$ cat src/rtl/deq_pkg.sv
// Shared types and constants for the double-ended queue.
`default_nettype none

package deq_pkg;

	localparam int WORD_W   = 32;
	localparam int KIND_W   = 2;
	localparam int STATUS_W = 2;

	typedef enum logic [KIND_W-1:0] {
		KIND_PUSH_FRONT = 2'd0,
		KIND_PUSH_REAR  = 2'd1,
		KIND_POP_FRONT  = 2'd2,
		KIND_POP_REAR   = 2'd3
	} kind_t;

	typedef enum logic [STATUS_W-1:0] {
		STATUS_OK    = 2'd0,
		STATUS_EMPTY = 2'd1,
		STATUS_FULL  = 2'd2
	} status_t;

	typedef enum logic {
		ST_IDLE = 1'b0,
		ST_HOLD = 1'b1
	} state_t;

endpackage

`default_nettype wire

$ cat src/rtl/deq_ctrl.sv
// Handshake controller: tracks whether a result transaction is waiting at the output.
`default_nettype none

module deq_ctrl (
	input  wire logic clk,
	input  wire logic arst_n,
	input  wire logic s_tvalid,
	input  wire logic m_tready,
	output logic      s_tready,
	output logic      m_tvalid,
	output logic      take
);
	import deq_pkg::*;

	state_t state_q;
	state_t state_next;

	always_ff @(posedge clk or negedge arst_n) begin
		if (!arst_n) begin
			state_q <= ST_IDLE;
		end else begin
			state_q <= state_next;
		end
	end

	always_comb begin
		state_next = state_q;
		unique case (state_q)
			ST_IDLE: begin
				if (take) begin
					state_next = ST_HOLD;
				end
			end
			ST_HOLD: begin
				if (take) begin
					state_next = ST_HOLD;
				end else if (m_tready) begin
					state_next = ST_IDLE;
				end
			end
			default: state_next = ST_IDLE;
		endcase
	end

	always_comb begin
		s_tready = 1'b0;
		m_tvalid = 1'b0;
		unique case (state_q)
			ST_IDLE: begin
				s_tready = 1'b1;
			end
			ST_HOLD: begin
				s_tready = m_tready;
				m_tvalid = 1'b1;
			end
			default: begin
				s_tready = 1'b0;
				m_tvalid = 1'b0;
			end
		endcase
		take = s_tvalid && s_tready;
	end

endmodule

`default_nettype wire

$ cat src/rtl/deq_datapath.sv
// Ring buffer datapath: slot memory, head pointer, word count and result register.
`default_nettype none

module deq_datapath #(
	parameter  int CAPACITY = 16,
	localparam int PTR_W    = $clog2(CAPACITY),
	localparam int CNT_W    = $clog2(CAPACITY + 1),
	localparam int SUM_W    = PTR_W + 1
) (
	input  wire logic                        clk,
	input  wire logic                        arst_n,
	input  wire logic                        take,
	input  wire logic [deq_pkg::KIND_W-1:0]  kind,
	input  wire logic [deq_pkg::WORD_W-1:0]  push_value,
	output logic      [deq_pkg::WORD_W-1:0]  pop_value,
	output deq_pkg::status_t                 status,
	output logic      [CNT_W-1:0]            occupancy
);
	import deq_pkg::*;

	logic [WORD_W-1:0] slot_mem [CAPACITY];

	logic [PTR_W-1:0]  head_q;
	logic [CNT_W-1:0]  count_q;
	logic [WORD_W-1:0] pop_value_q;
	status_t           status_q;
	logic [CNT_W-1:0]  occupancy_q;

	logic              is_push;
	logic              is_front;
	logic              full;
	logic              empty;
	logic              do_push;
	logic              do_pop;
	logic [PTR_W-1:0]  head_prev;
	logic [PTR_W-1:0]  head_succ;
	logic [SUM_W-1:0]  tail_sum;
	logic [SUM_W-1:0]  pos_sum;
	logic [PTR_W-1:0]  rear_idx;
	logic [PTR_W-1:0]  slot_idx;
	logic [PTR_W-1:0]  head_next;
	logic [CNT_W-1:0]  count_next;
	status_t           status_next;

	always_comb begin
		is_push  = 1'b0;
		is_front = 1'b0;
		unique case (kind_t'(kind))
			KIND_PUSH_FRONT: begin
				is_push  = 1'b1;
				is_front = 1'b1;
			end
			KIND_PUSH_REAR: begin
				is_push  = 1'b1;
				is_front = 1'b0;
			end
			KIND_POP_FRONT: begin
				is_push  = 1'b0;
				is_front = 1'b1;
			end
			KIND_POP_REAR: begin
				is_push  = 1'b0;
				is_front = 1'b0;
			end
			default: begin
				is_push  = 1'b0;
				is_front = 1'b0;
			end
		endcase
	end

	always_comb begin
		full    = (count_q == CNT_W'(CAPACITY));
		empty   = (count_q == '0);
		do_push = take && is_push && !full;
		do_pop  = take && !is_push && !empty;

		head_prev = (head_q == '0) ? PTR_W'(CAPACITY - 1) : head_q - 1'b1;
		head_succ = (head_q == PTR_W'(CAPACITY - 1)) ? '0 : head_q + 1'b1;

		// The rear slot to write is head + count; the rear word to read is one before it.
		tail_sum = SUM_W'(head_q) + SUM_W'(count_q);
		pos_sum  = is_push ? tail_sum : tail_sum - 1'b1;
		rear_idx = (pos_sum >= SUM_W'(CAPACITY)) ? PTR_W'(pos_sum - SUM_W'(CAPACITY))
			: PTR_W'(pos_sum);

		if (is_front) begin
			slot_idx = is_push ? head_prev : head_q;
		end else begin
			slot_idx = rear_idx;
		end

		head_next  = head_q;
		count_next = count_q;
		if (do_push) begin
			count_next = count_q + 1'b1;
			if (is_front) begin
				head_next = head_prev;
			end
		end else if (do_pop) begin
			count_next = count_q - 1'b1;
			if (is_front) begin
				head_next = head_succ;
			end
		end

		status_next = STATUS_OK;
		if (is_push && full) begin
			status_next = STATUS_FULL;
		end else if (!is_push && empty) begin
			status_next = STATUS_EMPTY;
		end
	end

	always_ff @(posedge clk or negedge arst_n) begin
		if (!arst_n) begin
			head_q  <= '0;
			count_q <= '0;
		end else if (take) begin
			head_q  <= head_next;
			count_q <= count_next;
		end
	end

	always_ff @(posedge clk) begin
		if (do_push) begin
			slot_mem[slot_idx] <= push_value;
		end
	end

	always_ff @(posedge clk) begin
		if (do_pop) begin
			pop_value_q <= slot_mem[slot_idx];
		end else if (take) begin
			pop_value_q <= '0;
		end
	end

	always_ff @(posedge clk) begin
		if (take) begin
			status_q    <= status_next;
			occupancy_q <= count_next;
		end
	end

	assign pop_value = pop_value_q;
	assign status    = status_q;
	assign occupancy = occupancy_q;

endmodule

`default_nettype wire

$ cat src/rtl/double_ended_queue.sv
// Top level of the bounded double-ended queue with stream ports.
// Each input transaction requests a push or pop at the front or rear of a ring buffer of
// CAPACITY signed 32-bit words and produces exactly one result transaction in the next cycle,
// carrying the popped word (zero for pushes and refused requests), a status code and the
// number of stored words afterward. One request is accepted every cycle while the result
// side keeps up; a single output register holds a result under backpressure, and the input
// is taken in the same cycle that result is taken. The slot memory has one port, which each
// request uses for its single write or registered read. Slots need no clearing after reset.
`default_nettype none

module double_ended_queue #(
	parameter  int CAPACITY  = 16,
	localparam int CNT_W     = $clog2(CAPACITY + 1),
	localparam int M_TDATA_W = ((deq_pkg::WORD_W + CNT_W + 7) / 8) * 8
) (
	input  wire logic                          clk,
	input  wire logic                          arst_n,
	input  wire logic                          s_tvalid,
	output logic                               s_tready,
	// Fields from bit 0: push_value.
	input  wire logic [deq_pkg::WORD_W-1:0]    s_tdata,
	// Fields from bit 0: kind.
	input  wire logic [deq_pkg::KIND_W-1:0]    s_tuser,
	output logic                               m_tvalid,
	input  wire logic                          m_tready,
	// Fields from bit 0: pop_value, occupancy, zero fill.
	output logic      [M_TDATA_W-1:0]          m_tdata,
	// Fields from bit 0: status.
	output logic      [deq_pkg::STATUS_W-1:0]  m_tuser
);
	import deq_pkg::*;

	logic              take;
	logic [WORD_W-1:0] pop_value;
	status_t           status;
	logic [CNT_W-1:0]  occupancy;

	deq_ctrl u_ctrl (
		.clk      (clk),
		.arst_n   (arst_n),
		.s_tvalid (s_tvalid),
		.m_tready (m_tready),
		.s_tready (s_tready),
		.m_tvalid (m_tvalid),
		.take     (take)
	);

	deq_datapath #(
		.CAPACITY (CAPACITY)
	) u_datapath (
		.clk        (clk),
		.arst_n     (arst_n),
		.take       (take),
		.kind       (s_tuser),
		.push_value (s_tdata),
		.pop_value  (pop_value),
		.status     (status),
		.occupancy  (occupancy)
	);

	always_comb begin
		m_tdata                  = '0;
		m_tdata[WORD_W-1:0]      = pop_value;
		m_tdata[WORD_W +: CNT_W] = occupancy;
		m_tuser                  = status;
	end

endmodule

`default_nettype wire

$ cat config.mk
export PLATFORM = sky130hd
export DESIGN_NAME = double_ended_queue
export DESIGN_NICKNAME = d
export VERILOG_FILES = /design/src/rtl/deq_pkg.sv /design/src/rtl/deq_ctrl.sv /design/src/rtl/deq_datapath.sv /design/src/rtl/double_ended_queue.sv
export SDC_FILE = /design/constraint.sdc
export NUM_CORES = 1
export LEC_CHECK = 0
export BUFFER_PORTS_ARGS = -buffer_cell sky130_fd_sc_hd__buf_2
export CAP_MARGIN = 20
export CORE_MARGIN = 1.5
export CORE_UTILIZATION = 46
export DETAILED_ROUTE_END_ITERATION = 10
export PLACE_DENSITY = 0.64
export RECOVER_POWER = 50
export SYNTH_ARGS = -nofsm -noshare
export SYNTH_HDL_FRONTEND = slang
export SYNTH_SLANG_ARGS = --single-unit
$ cat constraint.sdc
create_clock -name clk -period 8.35 [get_ports clk]
set_clock_uncertainty 0.1 [all_clocks]
set_input_delay 0.835 -clock clk [delete_from_list [all_inputs] [get_ports clk]]
set_output_delay 0.835 -clock clk [all_outputs]
set_load 0.05 [all_outputs]
==> impl_metrics.yaml, run 1 <==
status:
  status: "complete, but fails checks"
  violations: "max-capacitance violations, max-slew violations"
synth:
  synth_fa_ha_area_share_pct: 0.530
  synth_compound_area_share_pct: 4.63
  synth_top_cell_by_area: "edfxtp_1"
  synth-seq-cells: 561
  synth_common_cells: "edfxtp_1 (551), mux2i_1 (258), nand2_1 (77)"
  synth_top_area_share_pct: 73.0
  post-synth-top-count-cell: "edfxtp_1"
  ys.flop_type: "edfxtp_1"
  syn_avg_cell_area_um2: 18.0
  synth_top_family_by_area: "multiplexers"
  yosys-mux-area-fraction_pct: 14.7
  synthXorXnorAreaFrac_pct: 0.651
  ys_warn_count: 0
  synth_edf_count: 551
  seq_area_frac_synth_pct: 74.1
  syn_area_mm2: 0.0227
  synth_cells: 1262
  synth_area_leaders: "edfxtp_1 (73%), mux2i_1 (11%), mux4_2 (2.8%), nand2_1 (1.3%), a32oi_1 (1.2%)"
  yosys.area_share.simple_pct: 3.10
  synth.distinct_cells: 63
  ys_async_sr_fraction_pct: 1.78
sta:
  slew_headroom_pct: -26.5
  max_freq_mhz: 189
  period_needed_ps: 5290
  grt_setup_unrepaired: "false"
  setup-tns-final_ps: 0
  slew_violations: 33
  setup_viol: 0
  hold_viol: 0
  worst_slew_pin_slew_ps: 1900
  final.period_utilization_pct: 63.4
die:
  initial_core_util_pct: 46.5
  die-area_mm2: 0.0506
  ios: 82
  die_x_um: 225
  core-area_mm2: 0.0487
  num_rows: 81
  die_h_um: 225
pwr:
  power.leakage_uw: 0.00884
  power.density_mw_per_mm2: 403
  ir_drop_mv: 0.772
clock_tree:
  tritoncts: "yes"
  cts_buffers: 57
  cts_buffer_depth: 3
  clkTransAtPathRegs_ps: 60
  cts-root-buf: "clkbuf_16"
  cts_sinks: 561
  postCtsSetupBuffers: 0
  clock_latency_ps: 610
  cts_max_level: 2
setup_path:
  crit_type: "reg2reg"
  arrival_ps: 5430
  required_ps: 8480
  end_kind: "register"
  critPathLaunch: "u_datapath.head_q[0]"
  critPathMaxFanout: 51
  start_kind: "register"
  r2r-start: "u_datapath.head_q[0]"
drt:
  wl_per_cell_um: 24.0
  antenna_left: 0
  dr.pass1.iters: 5
  dr_total_vias: 11700
  drc_errors: 0
  wirelength_um: 49800
  routed_via_density: 5.63
  dr.first_iter.drc_count: 1004
grt:
  grt_pass1_wl_um: 74400
  grt-ovfl-total: 0
  grt_max_degree: 118
  track_usage_pct: 20.0
  grt_pass1_vias: 11700
  antenna_found_initial: 1
finish:
  fin_nets: 1414
  drive_gt1_share_pct: 14.0
  finish.utilization_pct: 52.6
  antenna_cells: 0
  area_growth_pct: 13.0
placed_design:
  hpwl_um: 26600
  place.gp.congestion: 0.767
  numPortBuffers: 78
run:
  maxCapViolCount: 1
min_path:
  hold_class: "in2reg"
  worst_hold_startpoint: "s_tvalid"
routing by layer:
metal | vias up | share of wire, % | GRT usage, %
met5 | - | 0.020 | 0
met3 | 76 | 5.8 | 3.89
met1 | 6036 | 44 | 27.7
met4 | 2 | 1.9 | 5.11
li1 | 5208 | - | -
met2 | 352 | 48 | 32.5
worst paths after layout:
path	endpoint	slack (ps)	cells after the start
max	u_datapath.slot_mem[12][12]	3060	9
min	u_ctrl.state_q	390	3
max reg2reg	u_datapath.slot_mem[12][12]	3060	9
min reg2reg	u_datapath.count_q[0]	520	1
max in group asynchronous	u_datapath.head_q[2]	7080	2
min in group asynchronous	u_datapath.count_q[3]	650	2
logic make-up after synthesis:
| group | count (synthesis) |
|---|---|
| other | 1 |
| XOR/XNOR | 13 |
| adder cells (fa/ha/maj) | 9 |
| AND/OR/NAND/NOR | 151 |
| multiplexers | 291 |
| flip-flops | 561 |
| AO/OA/AOI/OAI | 143 |
| buffers and inverters | 93 |
state kept, by name (all words and copies together), names as in the netlist:
signal / flops
u_ctrl.state_q: 1
u_datapath.pop_value: 32
u_datapath.occupancy: 5
u_datapath.slot_mem: 512
u_datapath.count_q: 5
u_datapath.head_q: 4
u_datapath.status: 2
placed cells by master (no fill, tap or decap), types with 5 or more instances in the layout:
cell type,synthesis,final
clkinv_2,0,13
buf_4,8,39
bufinv_16,0,8
xnor2_1,8,8
buf_2,44,5
o22ai_1,32,32
nor2_1,34,34
nor3_2,0,12
a32oi_1,32,32
a21oi_1,10,10
dfrtp_1,10,10
mux4_2,28,27
o21ai_0,38,38
clkbuf_16,0,58
edfxtp_1,551,551
mux2i_1,258,258
clkinv_1,0,13
ha_1,8,8
inv_1,15,15
clkbuf_1,9,77
nand2_1,77,77
final cells by class:
type,instances,area [um2]
multi-input cells,610,5430
clock buffers,61,1460
fillers,3912,23100
inverters,17,63.8
well taps,664,831
clock inverters,39,417
repair buffers,120,626
flip-flops and latches,561,16800
where the power goes:
group          internal, uW  switching [uW]
clock                  1510            1050
sequential             3360            96.4
combinational          1680            2630
critical path, stage by stage, from the launching register on:
cell	delay (ps)
dfrtp_1	510
ha_1	280
fa_1	520
inv_1	80
ha_1	320
inv_2	30
mux4_4	1020
nand2b_1	510
nor3_2	900
buf_4	590
repair_timing:
action                                  CTS  global route
hold buffers                              1             0
endpoints found under the setup margin    0             0
resized for setup                         0             0
hold endpoints to repair                 10             0
stage by stage:
stage	hold WS [ps]	instances	setup WS, ps	power, uW	instance area, um2
after global routing	406	2072	2860	10800	25600
after floorplan	439	1264	2150	6870	22700
after global placement	494	1971	3160	7820	23900
after CTS	394	2072	3020	10400	25700
final	386	2072	3060	10300	25600
after detailed placement	517	1971	3080	7880	23900
No activity file was read; power rests on OpenSTA's default activity.
==> run 2: changes to the inputs <==
--- a/config.mk
+++ b/config.mk
@@ -10,7 +10,7 @@
 export CORE_MARGIN = 1.5
 export CORE_UTILIZATION = 46
 export DETAILED_ROUTE_END_ITERATION = 10
-export PLACE_DENSITY = 0.64
+export PLACE_DENSITY = 0.67
 export RECOVER_POWER = 50
 export SYNTH_ARGS = -nofsm -noshare
 export SYNTH_HDL_FRONTEND = slang
==> constraint.sdc (replaced) <==
create_clock -name clk -period 4.65 [get_ports clk]
set_clock_uncertainty 0.1 [all_clocks]
set_input_delay 0.465 -clock clk [delete_from_list [all_inputs] [get_ports clk]]
set_output_delay 0.465 -clock clk [all_outputs]
set_load 0.05 [all_outputs]
==> run 2 against run 1 <==
The run now ends clean; critical path type unchanged; total power is 79% higher; register-to-register slack worse by 2600 ps; clock-buffer cell count is 1 higher; via count is 0.49% higher; die area stayed put; setup slack worse by 2600 ps.
==> impl_metrics.yaml, run 2 (synthesis gave the netlist of run 1 again) <==
status:
  status: "complete, no violations"
placed_design:
  place.gp.congestion: 0.756
  hpwl_um: 26600
  place_ws_ps: 541
  place_area_mm2: 0.0240
  numPortBuffers: 78
drt:
  wl_per_cell_um: 23.6
  dr.pass1.iters: 5
  drc_errors: 0
  routed_via_density: 5.64
  antenna_left: 0
  wirelength_um: 49100
  dr.first_iter.drc_count: 1157
  dr_total_vias: 11700
setup_path:
  crit_type: "reg2reg"
  r2r-start: "u_datapath.head_q[0]"
  end_kind: "register"
  critical_path.cell_chain: "ha_1, fa_1, inv_1, ha_1, inv_2, mux4_4, buf_12, mux2i_1, mux2i_1, a32oi_1, o22ai_1"
  arrival_ps: 4430
  max_stage_delay_ps: 680
  reg2reg_depth: 11
  critPathLaunch: "u_datapath.head_q[0]"
  r2r_end: "u_datapath.pop_value[21]"
  critPathTopFamily: "multiplexers"
  start_kind: "register"
  required_ps: 4870
  critical_path_buf_inv_count: 3
  r2r_slack_ps: 440
  slowest_stage: "mux4_4"
  critPathMaxFanout: 138
sta:
  final.period_utilization_pct: 90.6
  slew_violations: 0
  setup_viol: 0
  grt_setup_unrepaired: "false"
  slew_headroom_pct: 25.7
  period_needed_ps: 4210
  worst_slew_pin_slew_ps: 1110
  setup-tns-final_ps: 0
  hold_viol: 0
  max_freq_mhz: 237
  layout_setup_ws_ps: 436
min_path:
  min_to: "u_ctrl.state_q"
  min_path_cells: 3
  hold_class: "in2reg"
  worst_hold_startpoint: "s_tvalid"
clock_tree:
  cts_buffer_depth: 3
  cts-root-buf: "clkbuf_16"
  postCtsSetupBuffers: 0
  cts_resized: 0
  clock_latency_ps: 610
  cts_sinks: 561
  tritoncts: "yes"
  cts_buffers: 55
  clkTransAtPathRegs_ps: 60
  cts_max_level: 2
pwr:
  power.leakage_uw: 0.00889
  fin_total_pwr_uw: 18400
  power.density_mw_per_mm2: 718
  ir_drop_mv: 1.44
die:
  ios: 82
  core-area_mm2: 0.0487
  die-area_mm2: 0.0506
  die_x_um: 225
  die_h_um: 225
  num_rows: 81
  initial_core_util_pct: 46.5
grt:
  grt-ovfl-total: 0
  grt_pass1_vias: 11700
  track_usage_pct: 19.6
  grt_pass1_wl_um: 73100
  grt_max_degree: 139
  antenna_found_initial: 2
finish:
  multi_input_area_mm2: 0.00549
  register_area_mm2: 0.0168
  drive_gt1_share_pct: 14.4
  antenna_cells: 0
  layout_common_cells: "edfxtp_1 (551), mux2i_1 (258), nand2_1 (77), clkbuf_1 (77), clkbuf_16 (56)"
  finish.utilization_pct: 52.7
  fin_nets: 1423
  largest_reg_flops: 512
  layout_commonest_cell: "edfxtp_1"
  area_growth_pct: 13.4
  final.fill_count: 3840
  registers.top_by_ff_count: "u_datapath.slot_mem"
  finalInstanceArea_mm2: 0.0257
run:
  maxCapViolCount: 0
[run 2: cell types whose count changed in the layout (fill, tap and decap cells not counted), sizes merged]
cell | previous run | this run
clkbuf | 135 | 133
clkinv | 27 | 28
buf | 45 | 59
bufinv | 8 | 5
clkinvlp | 2 | 1
[run 2: report_power, final]
part           leakage, uW  switching [uW]  total (uW)  internal (uW)
clock             0.000854            1850        4310           2460
combinational      0.00293            4760        7910           3160
sequential         0.00511             185        6220           6040
[run 2: worst max-delay path by stage]
stage	slack (ps)	depth (start not counted)	end
3_3_place_gp	640	9	u_datapath.pop_value[28]
6_report	440	11	u_datapath.pop_value[21]
3_5_place_dp	540	9	u_datapath.pop_value[28]
4_1_cts	510	9	u_datapath.pop_value[28]
5_1_grt	310	9	u_datapath.slot_mem[5][4]
2_1_floorplan	-710	11	u_datapath.slot_mem[2][0]
[run 2: timing repair]
action,CTS,global route
hold endpoints to repair,10,0
hold buffers,1,0
setup endpoints to repair,0,0
[run 2: area by class of cell]
cell class	instances	area share, %
clock buffer	62	5.54
inverter	17	0.248
sequential	561	65.3
multi-input combinational	610	21.4
timing repair buffer	131	3.07
clock inverter	36	1.20
tap	664	3.23
[run 2: worst register-to-register path: stages, from the launching register on]
cell,delay [ps]
dfrtp_1,510
ha_1,280
fa_1,510
inv_1,70
ha_1,290
inv_2,40
mux4_4,680
buf_12,290
mux2i_1,660
mux2i_1,120
a32oi_1,220
o22ai_1,150
[run 2: metrics by stage]
stage	hold WS (ps)	cells
after floorplan	69.4	1264
after global placement	253	1981
after detailed placement	259	1981
after CTS	35.1	2080
after global routing	69.0	2081
final	56.0	2081
[run 2: metal layers]
metal / global-route usage [%] / part of all wire, % / up-vias
li1: - / - / 5227
met1: 27.2 / 44 / 6104
met2: 31.8 / 48 / 312
met3: 3.14 / 5.3 / 84
met4: 6.34 / 2.3 / 4
met5: 0 / 0.057 / -
==> run 3: changes to the inputs <==
--- a/config.mk
+++ b/config.mk
@@ -10,6 +10,7 @@
 export CORE_MARGIN = 1.5
 export CORE_UTILIZATION = 46
 export DETAILED_ROUTE_END_ITERATION = 10
+export GPL_TIMING_DRIVEN = 0
 export PLACE_DENSITY = 0.67
 export RECOVER_POWER = 50
 export SYNTH_ARGS = -nofsm -noshare
==> run 3 against run 2 <==
Fmax shrank 6.8%; sequential power decreased by 1%; clock power about the same; non-clock buffer count rose by 101; critical endpoint is now u_datapath.slot_mem[13][13]; worst hold slack lost 14 ps; largest cell class unchanged; combinational power increased by 12%; via count rose by 4.3%.
==> impl_metrics.yaml, run 3 (synthesis gave the netlist of run 1 again) <==
setup_path:
  critical_path.cell_chain: "ha_1, fa_1, inv_1, ha_1, inv_2, mux4_2, buf_2, nand2b_1, buf_1, nor3_4, buf_6, buf_6"
  start_kind: "register"
  end_kind: "register"
  arrival_ps: 4720
  max_stage_delay_ps: 640
  reg2reg_depth: 12
  critPathTopFamily: "buffers and inverters"
  critPathMaxFanout: 10
  r2r-start: "u_datapath.count_q[0]"
  critPathLaunch: "u_datapath.count_q[0]"
  required_ps: 4840
  crit_type: "reg2reg"
  critical_path_buf_inv_count: 6
  cp.depth: 12
  slowest_stage: "nor3_4"
sta:
  period_needed_ps: 4520
  setup-tns-final_ps: 0
  layout_setup_ws_ps: 128
  max_freq_mhz: 221
  hold_viol: 0
  hold_slack_ps: 41.6
  worst_slew_pin_slew_ps: 1000
  slew_headroom_pct: 33.0
  grt_setup_unrepaired: "false"
  slew_violations: 0
  setup_viol: 0
  final.period_utilization_pct: 97.3
run:
  maxCapViolCount: 0
status:
  status: "complete, no violations"
placed_design:
  place.gp.congestion: 0.808
  numPortBuffers: 77
  place_ws_ps: -376
  hpwl_um: 34300
  place_area_mm2: 0.0247
drt:
  dr_wl_met3_um: 2890
  dr.pass1.iters: 5
  dr_wl_met2_um: 24600
  drc_errors: 0
  dr.first_iter.drc_count: 1091
  antenna_left: 0
  dr_total_vias: 12200
  routed_via_density: 5.60
  wl_per_cell_um: 23.5
  met1_length_um: 22000
  top_layer_used: "met5"
  wirelength_um: 51400
grt:
  grt-ovfl-total: 0
  grt_max_degree: 18
  grt_pass1_vias: 12200
  track_usage_pct: 20.4
  grt_pass1_wl_um: 75600
  antenna_found_initial: 1
min_path:
  min_path_cells: 3
  worst_hold_startpoint: "s_tvalid"
  hold_class: "in2reg"
finish:
  largest_reg_flops: 512
  area_growth_pct: 17.3
  antenna_cells: 0
  fin_nets: 1525
  finalInstanceArea_mm2: 0.0266
  registers.top_by_ff_count: "u_datapath.slot_mem"
  layout_common_cells: "edfxtp_1 (551), mux2i_1 (258), clkbuf_1 (94)"
  layout_commonest_cell: "edfxtp_1"
  drive_gt1_share_pct: 19.0
clock_tree:
  clock_latency_ps: 610
  cts_buffers: 56
  cts_sinks: 561
  tritoncts: "yes"
  clkTransAtPathRegs_ps: 60
  cts-root-buf: "clkbuf_16"
  cts_buffer_depth: 3
  cts_max_level: 2
die:
  initial_core_util_pct: 46.5
  num_rows: 81
  die_h_um: 225
  core-area_mm2: 0.0487
  ios: 82
  die_x_um: 225
  die-area_mm2: 0.0506
pwr:
  power.density_mw_per_mm2: 727
  ir_drop_mv: 0.449
  power.leakage_uw: 0.00942
-- run 3: where the power goes --
group | total (uW) | switching, uW | internal (uW)
clock network | 4310 | 1850 | 2460
registers | 6160 | 127 | 6030
logic | 8850 | 5510 | 3340
total | 19300 | 7490 | 11800
-- run 3: worst paths after layout --
check / endpoint / slack [ps]
max in group asynchronous: u_datapath.count_q[4] / 3820
worst min register to register: u_datapath.count_q[3] / 530
min in group asynchronous: u_datapath.head_q[2] / 260
worst min-delay path: u_ctrl.state_q / 40
worst max-delay path: u_datapath.slot_mem[13][13] / 130
worst max register to register: u_datapath.slot_mem[13][13] / 130
-- run 3: repair_timing --
action                     4_1_cts  5_1_grt
gates resized for setup          8        8
hold endpoints to repair        10        0
setup endpoints to repair      212       85
setup buffers                   12       13
pin swaps                        6        4
hold buffers                     1        0
-- run 3: metrics by stage --
step                      util (%)  std cells  total power, uW
after floorplan                  -       1264            12400
after global placement        49.1       2005            14800
after detailed placement      50.6       2058            15000
after CTS                     54.5       2173            19400
after global routing          54.6       2186            20100
final                         54.6       2186            19300
-- run 3: final cells by class --
class	count	area, um2
inverter	17	63.8
multi-input combinational	610	5560
sequential	561	16800
timing repair buffer	156	1150
buffer	76	467
clock buffer	70	1480
fill	3763	22100
clock inverter	32	260
tap	664	831
-- run 3: tightest hold or removal path, stage by stage --
cell,delay (ps)
buf_2,90
inv_1,90
nand2_1,70
-- run 3: routing by layer --
| metal | up-vias | track usage [%] |
|---|---|---|
| li1 | 5431 | - |
| met5 | - | 0 |
| met3 | 117 | 3.13 |
| met4 | 2 | 8.51 |
| met2 | 408 | 33.1 |
| met1 | 6283 | 27.8 |
